[src/hdl/lca_ram.sv]
// Generic simple dual-port RAM with registered read.
module lca_ram #(
   parameter int WIDTH = 8,
   parameter int DEPTH = 16
) (
   input  logic                     clock,
   input  logic                     wr_en,
   input  logic [$clog2(DEPTH)-1:0] wr_addr,
   input  logic [WIDTH-1:0]         wr_data,
   input  logic                     rd_en,
   input  logic [$clog2(DEPTH)-1:0] rd_addr,
   output logic [WIDTH-1:0]         rd_data
);

   logic [WIDTH-1:0] mem [DEPTH];
   logic [WIDTH-1:0] rd_data_ff;

   always_ff @(posedge clock) begin
      if (wr_en) begin
         mem[wr_addr] <= wr_data;
      end
      if (rd_en) begin
         rd_data_ff <= mem[rd_addr];
      end
   end

   assign rd_data = rd_data_ff;

endmodule

[config.mk]
export PLATFORM = sky130hd
export DESIGN_NAME = lca_ram
export DESIGN_NICKNAME = d
export VERILOG_FILES = /design/src/hdl/lca_ram.sv
export SDC_FILE = /design/constraint.sdc
export NUM_CORES = 1
export LEC_CHECK = 0
export BUFFER_PORTS_ARGS = -buffer_cell sky130_fd_sc_hd__buf_2
export CAP_MARGIN = 20
export CORE_MARGIN = 5
export CORE_UTILIZATION = 30
export CTS_BUF_LIST = sky130_fd_sc_hd__clkbuf_2 sky130_fd_sc_hd__clkbuf_4 sky130_fd_sc_hd__clkbuf_8
export DETAILED_ROUTE_END_ITERATION = 16
export GPL_TIMING_DRIVEN = 0
export PLACE_DENSITY_LB_ADDON = 0.08
export SYNTH_ARGS = -nofsm -noshare
export SYNTH_HDL_FRONTEND = slang
export SYNTH_SLANG_ARGS = --single-unit
[constraint.sdc]
create_clock -name clock -period 2.4 [get_ports clock]
set_input_delay 0.6 -clock clock [delete_from_list [all_inputs] [get_ports clock]]
set_output_delay 0.6 -clock clock [all_outputs]
set_load 0.05 [all_outputs]
Word level (Yosys, flattened, before mapping)
Memories as Yosys holds them, arrays and structs flattened. A register that Yosys moved wholly into a read port is not among the register bits.
Index checks and enable logic that the tools add are counted.
Operators by class
  multiplexer cells: 2
Operator list (number)
  2-to-1 mux 1 bit: 2
Word-level totals
  output and inout port bits: 8
  RAM bits: 128
  memories: 1
  bits in registers: 0
Memories
  mem: depth 16, width 8, rd ports 1, clocked after memory_dff 1, write ports 1, RTL line 15  | logic [WIDTH-1:0] mem [DEPTH];

Longest topological paths before layout
Gate-level depths: netlist of the first run.
  depth after elaboration: 2
  gate-level depth with buffers: 5

Worst setup path after synthesis of the first run
OpenSTA, ideal clock, no wires.
  kind: input-to-reg
  start point: in wr_addr[2]
  end point: mem mem[0][0], enable pin
  cell stages on the path: 2
  arrival time: 1.710 ns
  path buffers: 0
  setup slack: 0.307 ns
  path through: or3b_2 > nor3_1
RTL lines
  start, declared: RTL line 8  | input logic [$clog2(DEPTH)-1:0] wr_addr,
  end, declared: RTL line 15
No word-level cell before the write port.

Worst setup path after layout of the first run
  start point: in wr_addr[2]
  end point: mem mem[1][0], enable pin
No word-level cell before the write port.

==> flow_metrics.env, run 1 <==
export IMPL_ys_warn_count=0
export IMPL_track_usage=0.119
export IMPL_min_path_type="input pin to flip-flop"
export IMPL_grt_max_degree=17
export IMPL_antenna_found_initial=0
export IMPL_final_setup_skew_ps=7.31
export IMPL_nets=296
export IMPL_dieWidth_microns=142
export IMPL_status="finished clean"
export IMPL_hold_viol_final=0
export IMPL_setup_slack_ps=535
export IMPL_grt_pass1_vias=2485
export IMPL_core_sq_um=17200
export IMPL_max_freq_ghz=0.536
export IMPL_rows=48
export IMPL_synth_top_area_share=0.781
export IMPL_drc=0
export IMPL_cts_sinks=136
export IMPL_drv_slew=0
export IMPL_path_class="input pin to flip-flop"
export IMPL_die_area_sq_um=20200
export IMPL_ys_seq_area_frac=0.781
export IMPL_fillerInstances=1618
export IMPL_diodes=0
export IMPL_finalPower_mw=5.17
export IMPL_peakVddDrop_v=0.000308
export IMPL_multiInputGateArea_sq_um=1060
export IMPL_dp_hpwl_microns=7480
export IMPL_stdcell_count=515
export IMPL_ys_ff_latch=136
export IMPL_cts_tree="yes"
export IMPL_synth_largest_area_cell="edfxtp_1"
export IMPL_pre_cts_ws_ps=55.1
export IMPL_synth_area_top_cells="edfxtp_1 78%, mux4_2 7.8%, mux4_1 7.0%, a22oi_1 2.3%, nor2_1 0.93%"
export IMPL_via_count=2361
export IMPL_cp_arrival_ps=1930
export IMPL_via_per_inst=4.58
export IMPL_netlist_area_sq_um=5230
export IMPL_hold_buffers=0
export IMPL_fin_crit_sh=0.777
export IMPL_grt_ovfl_total=0
export IMPL_period_needed_ps=1870
export IMPL_root_buffer="clkbuf_8"
export IMPL_crit_slowest_cell="nor2_1"
export IMPL_cts_max_level=4
export IMPL_fp_dieH_microns=142
export IMPL_ios=27
export IMPL_syn_nets=248
export IMPL_layout_area_seq_sq_um=4080
export IMPL_rsz0062_at_grt="no"
export IMPL_tightest_slew_ps=873
export IMPL_postRouteAntennaNets=0
export IMPL_syn_to_final_growth_pct=17.2
export IMPL_worst_setup_path_start_kind="input pin"
export IMPL_io_buffer_count=25
export IMPL_clk_latency_ps=440
export IMPL_tns_ps=0
export IMPL_critPathMaxFanout=8
export IMPL_drive_above_1_share=0.307
export IMPL_synth_cell_types=18
export IMPL_ctsLongestPathBuffers=2
export IMPL_wl_per_cell_microns=22.0
export IMPL_finalSetupViolCount=0
export IMPL_grt_pass1_wl_microns=16400
export IMPL_post_cts_buffers=0
export IMPL_dp_cells=483
export IMPL_routed_wl_microns=11300
export IMPL_post_cts_resized=0
export IMPL_drt_initial_drc_count=153
export IMPL_start_util=0.304
export IMPL_place_congestion=0.651
export IMPL_synth_cells=229
export IMPL_critPathMaxStageDelay_ps=670
export IMPL_slew_headroom=0.416
export IMPL_clk_pin_slew_ps=80
export IMPL_cp_end_kind="flip-flop"
export IMPL_cts_buffers=17
export IMPL_first_pass_iters=5
export IMPL_path_cells="buf_2, or3b_2, nor2_1"
export IMPL_worst_hold_slack_ps=503
export IMPL_p_leak_nw=2.00
export IMPL_power_density_nw_per_um2=844
export IMPL_max_cap_violations=0
export IMPL_critPathRequiredTime_ps=2470
export IMPL_postSynthAreaPerCell_sq_um=22.8
[cell usage after synthesis, drive strengths merged]
master / count
and2b: 1
nand3b: 2
nor2b: 1
edfxtp: 136
nor2: 13
nor3: 4
nand2b: 2
or3b: 1
and2: 1
nand3: 1
clkdlybuf4s25: 3
mux4: 32
a22oi: 16
buf: 7
nand2: 9
[cell families (layout without fill, tap and decap cells)]
group / after synthesis / after routing / share of synthesized area
DFF: 136 / 136 / 0.781
AOI/OAI and AO/OA: 16 / 16 / 0.0230
and+or+nand+nor: 35 / 35 / 0.0314
buffers and inverters: 10 / 71 / 0.0165
muxes: 32 / 32 / 0.148
[sequential cells by signal, summed over array words and instances (netlist names)]
signal and flops:
mem 128, rd_data 8
[cell usage in the layout (no fill, tap or decap), drive strengths merged]
master,instances
nor2b,1
nor2,13
edfxtp,136
nor3,4
buf,36
mux4,32
nand2,9
nand3,1
clkbuf,17
a22oi,16
nand3b,2
clkinvlp,3
and2b,1
clkdlybuf4s25,3
bufinv,6
nand2b,2
and2,1
or3b,1
clkinv,6
[worst max-delay path, delay by kind of cell]
kind,cells,cell delay (ps)
buffers and inverters,1,110
AND/OR/NAND/NOR,2,1210
[power by group]
group / internal [mW] / leakage, nW / switching (mW) / total [mW]
clock network: 1.33 / 0.229 / 0.857 / 2.18
registers: 2.67 / 1.24 / 0.00996 / 2.68
logic: 0.104 / 0.539 / 0.196 / 0.300
[through the flow]
step / area (sq um) / utilization
detailed placement: 5660 / 0.329
global route: 6120 / 0.357
floorplan: 5230 / -
global placement: 5630 / 0.328
finish: 6120 / 0.357
CTS: 6120 / 0.357
[layout make-up]
cell class / count / share of cell area
buffer: 10 / 0.0141
clock buffer: 17 / 0.0382
clock inverter: 15 / 0.0378
multi-input combinational: 83 / 0.173
sequential: 136 / 0.667
tap: 225 / 0.0460
timing repair buffer: 29 / 0.0245
[per-layer routing]
metal	vias to the layer above	track usage	part of all wire
met4	0	0.0455	0.016
li1	1072	-	-
met5	-	0	0
met3	15	0.0346	0.038
met2	51	0.183	0.49
met1	1223	0.161	0.46
[final timing paths]
check                                           from                   end  slack (ps)  cells past startpoint
worst max-delay path                      wr_addr[2]   mem[1][0]$_DFFE_PP_         530                      3
worst min-delay path                           rd_en  rd_data[7]$_DFFE_PP_         500                      1
worst max register to register   mem[7][7]$_DFFE_PP_  rd_data[7]$_DFFE_PP_         840                      3
worst min register to register  mem[11][0]$_DFFE_PP_  rd_data[0]$_DFFE_PP_         780                      3
No activity file was read; power rests on OpenSTA's default activity.
==> inputs of run 2 (changes only) <==
==> constraint.sdc (replaced) <==
create_clock -name clock -period 1.7 [get_ports clock]
set_input_delay 0.425 -clock clock [delete_from_list [all_inputs] [get_ports clock]]
set_output_delay 0.425 -clock clock [all_outputs]
set_load 0.05 [all_outputs]
==> run 2 against run 1 <==
Critical path depth increased by 1; routed wire length decreased by 0.49%; final cell count decreased by 0.39%; total power increased by 37%; sequential cell count unchanged; critical endpoint is now mem[8][1]$_DFFE_PP_; non-clock buffer count decreased by 1; combinational power increased by 43%; clock power increased by 32%; largest power group unchanged; largest cell class unchanged; hold slack got worse by 180 ps; critical path type unchanged.
==> flow_metrics.env, run 2 (synthesis gave the netlist of run 1 again) <==
export IMPL_status="finished clean"
export IMPL_regMostFlops="mem"
export IMPL_clk_latency_ps=430
export IMPL_wl_per_cell_microns=21.9
export IMPL_final_setup_skew_ps=5.36
export IMPL_first_pass_iters=4
export IMPL_cts_buffers=17
export IMPL_hold_viol_final=0
export IMPL_start_util=0.304
export IMPL_fp_dieH_microns=142
export IMPL_tns_ps=0
export IMPL_dieWidth_microns=142
export IMPL_cp_end_kind="flip-flop"
export IMPL_drive_above_1_share=0.309
export IMPL_via_count=2360
export IMPL_grt_pass1_vias=2484
export IMPL_hold_buffers=0
export IMPL_final_area_sq_um=6110
export IMPL_diodes=0
export IMPL_slew_headroom=0.434
export IMPL_period_needed_ps=1610
export IMPL_cts_sinks=136
export IMPL_power_density_nw_per_um2=1160
export IMPL_io_buffer_count=25
export IMPL_syn_to_final_growth_pct=16.9
export IMPL_rows=48
export IMPL_nets=295
export IMPL_utilization=0.356
export IMPL_grtUsageMet1=0.161
export IMPL_fillerInstances=1652
export IMPL_antenna_found_initial=0
export IMPL_routed_wl_microns=11300
export IMPL_dp_cells=482
export IMPL_drv_slew=0
export IMPL_stdcell_count=513
export IMPL_cts_tree="yes"
export IMPL_layout_commonest_cell="edfxtp_1"
export IMPL_postRouteAntennaNets=0
export IMPL_p_leak_nw=2.00
export IMPL_finalPower_mw=7.10
export IMPL_core_sq_um=17200
export IMPL_clk_pin_slew_ps=70
export IMPL_cts_max_level=4
export IMPL_grt_ovfl_total=0
export IMPL_met2_usage=0.179
export IMPL_ios=27
export IMPL_drc=0
export IMPL_critPathRequiredTime_ps=1840
export IMPL_die_area_sq_um=20200
export IMPL_critPathMaxFanout=5
export IMPL_max_freq_ghz=0.621
export IMPL_path_class="input pin to flip-flop"
export IMPL_grt_max_degree=17
export IMPL_largest_register_ffs=128
export IMPL_dpl_cell_area_sq_um=5670
export IMPL_drt_initial_drc_count=135
export IMPL_fin_crit_sh=0.947
export IMPL_ctsLongestPathBuffers=2
export IMPL_grt_pass1_wl_microns=16400
export IMPL_finalSetupViolCount=0
export IMPL_root_buffer="clkbuf_8"
export IMPL_max_cap_violations=0
export IMPL_rsz0062_at_grt="no"
export IMPL_track_usage=0.118
export IMPL_min_path_type="input pin to flip-flop"
export IMPL_dp_hpwl_microns=7350
export IMPL_grt_busiest_layer="met2"
export IMPL_peakVddDrop_v=0.000443
export IMPL_place_congestion=0.644
export IMPL_final_cell_mix="136 x edfxtp_1, 29 x buf_2, 18 x mux4_2"
export IMPL_worst_setup_path_start_kind="input pin"
export IMPL_via_per_inst=4.60
export IMPL_met3_usage=0.0373
export IMPL_tightest_slew_ps=846
export IMPL_cp_arrival_ps=1750
==> run 2: cell count changes in the layout (fill, tap and decap cells not counted), moves of 2 or more <==
cell and delta:
clkinv_1 +2, nor2_1 -3, clkinvlp_4 -3, buf_8 +2
buf_6 -2, clkbuf_4 +2, nor2_2 +3
==> run 2: per-layer routing <==
layer | part of all wire | routed length, microns | vias up
met2 | 0.48 | 5380 | 45
met4 | 0.013 | 145 | 0
met1 | 0.47 | 5300 | 1230
met3 | 0.038 | 433 | 9
li1 | - | - | 1076
met5 | 0 | 0 | -
==> run 2: critical path, stage by stage <==
cell and delay [ps]:
buf_2 120, nand3b_1 280, nor3_1 620, buf_2 310
==> run 2: path summary, 6_finish.rpt <==
| path | to | startpoint | slack [ps] | depth (start not counted) |
|---|---|---|---|---|
| min | rd_data[6]$_DFFE_PP_ | rd_en | 330 | 1 |
| max reg2reg | rd_data[7]$_DFFE_PP_ | mem[7][7]$_DFFE_PP_ | 110 | 3 |
| min reg2reg | rd_data[3]$_DFFE_PP_ | mem[11][3]$_DFFE_PP_ | 780 | 3 |
| max | mem[8][1]$_DFFE_PP_ | wr_addr[2] | 90 | 4 |
==> run 2: layout make-up <==
| type | instances | area, sq um | area share |
|---|---|---|---|
| Sequential cell | 136 | 4080 | 0.668 |
| Multi-Input combinational cell | 83 | 1080 | 0.176 |
| Tap cell | 225 | 282 | 0.0461 |
| Clock buffer | 19 | 249 | 0.0407 |
| Clock inverter | 12 | 181 | 0.0297 |
| Timing Repair Buffer | 28 | 145 | 0.0238 |
| Buffer | 10 | 93.8 | 0.0154 |
==> run 2: timing repair <==
item / in CTS / in global routing
hold endpoints to repair: 0 / 0
resized for setup: 0 / 4
buffers inserted: 0 / 0
setup endpoints to repair: 0 / 24
==> run 2: power by group <==
group	switching (mW)	internal, mW
Combinational	0.278	0.149
Sequential	0.0145	3.78
Clock	1.14	1.74
Total	1.43	5.67
==> run 2: stage by stage <==
step	hold slack, ps	worst slack, ps
after global placement	742	-675
after detailed placement	758	-478
final	326	90.4
after floorplan	524	-0.964
after CTS	294	3.68
after global routing	289	55.9
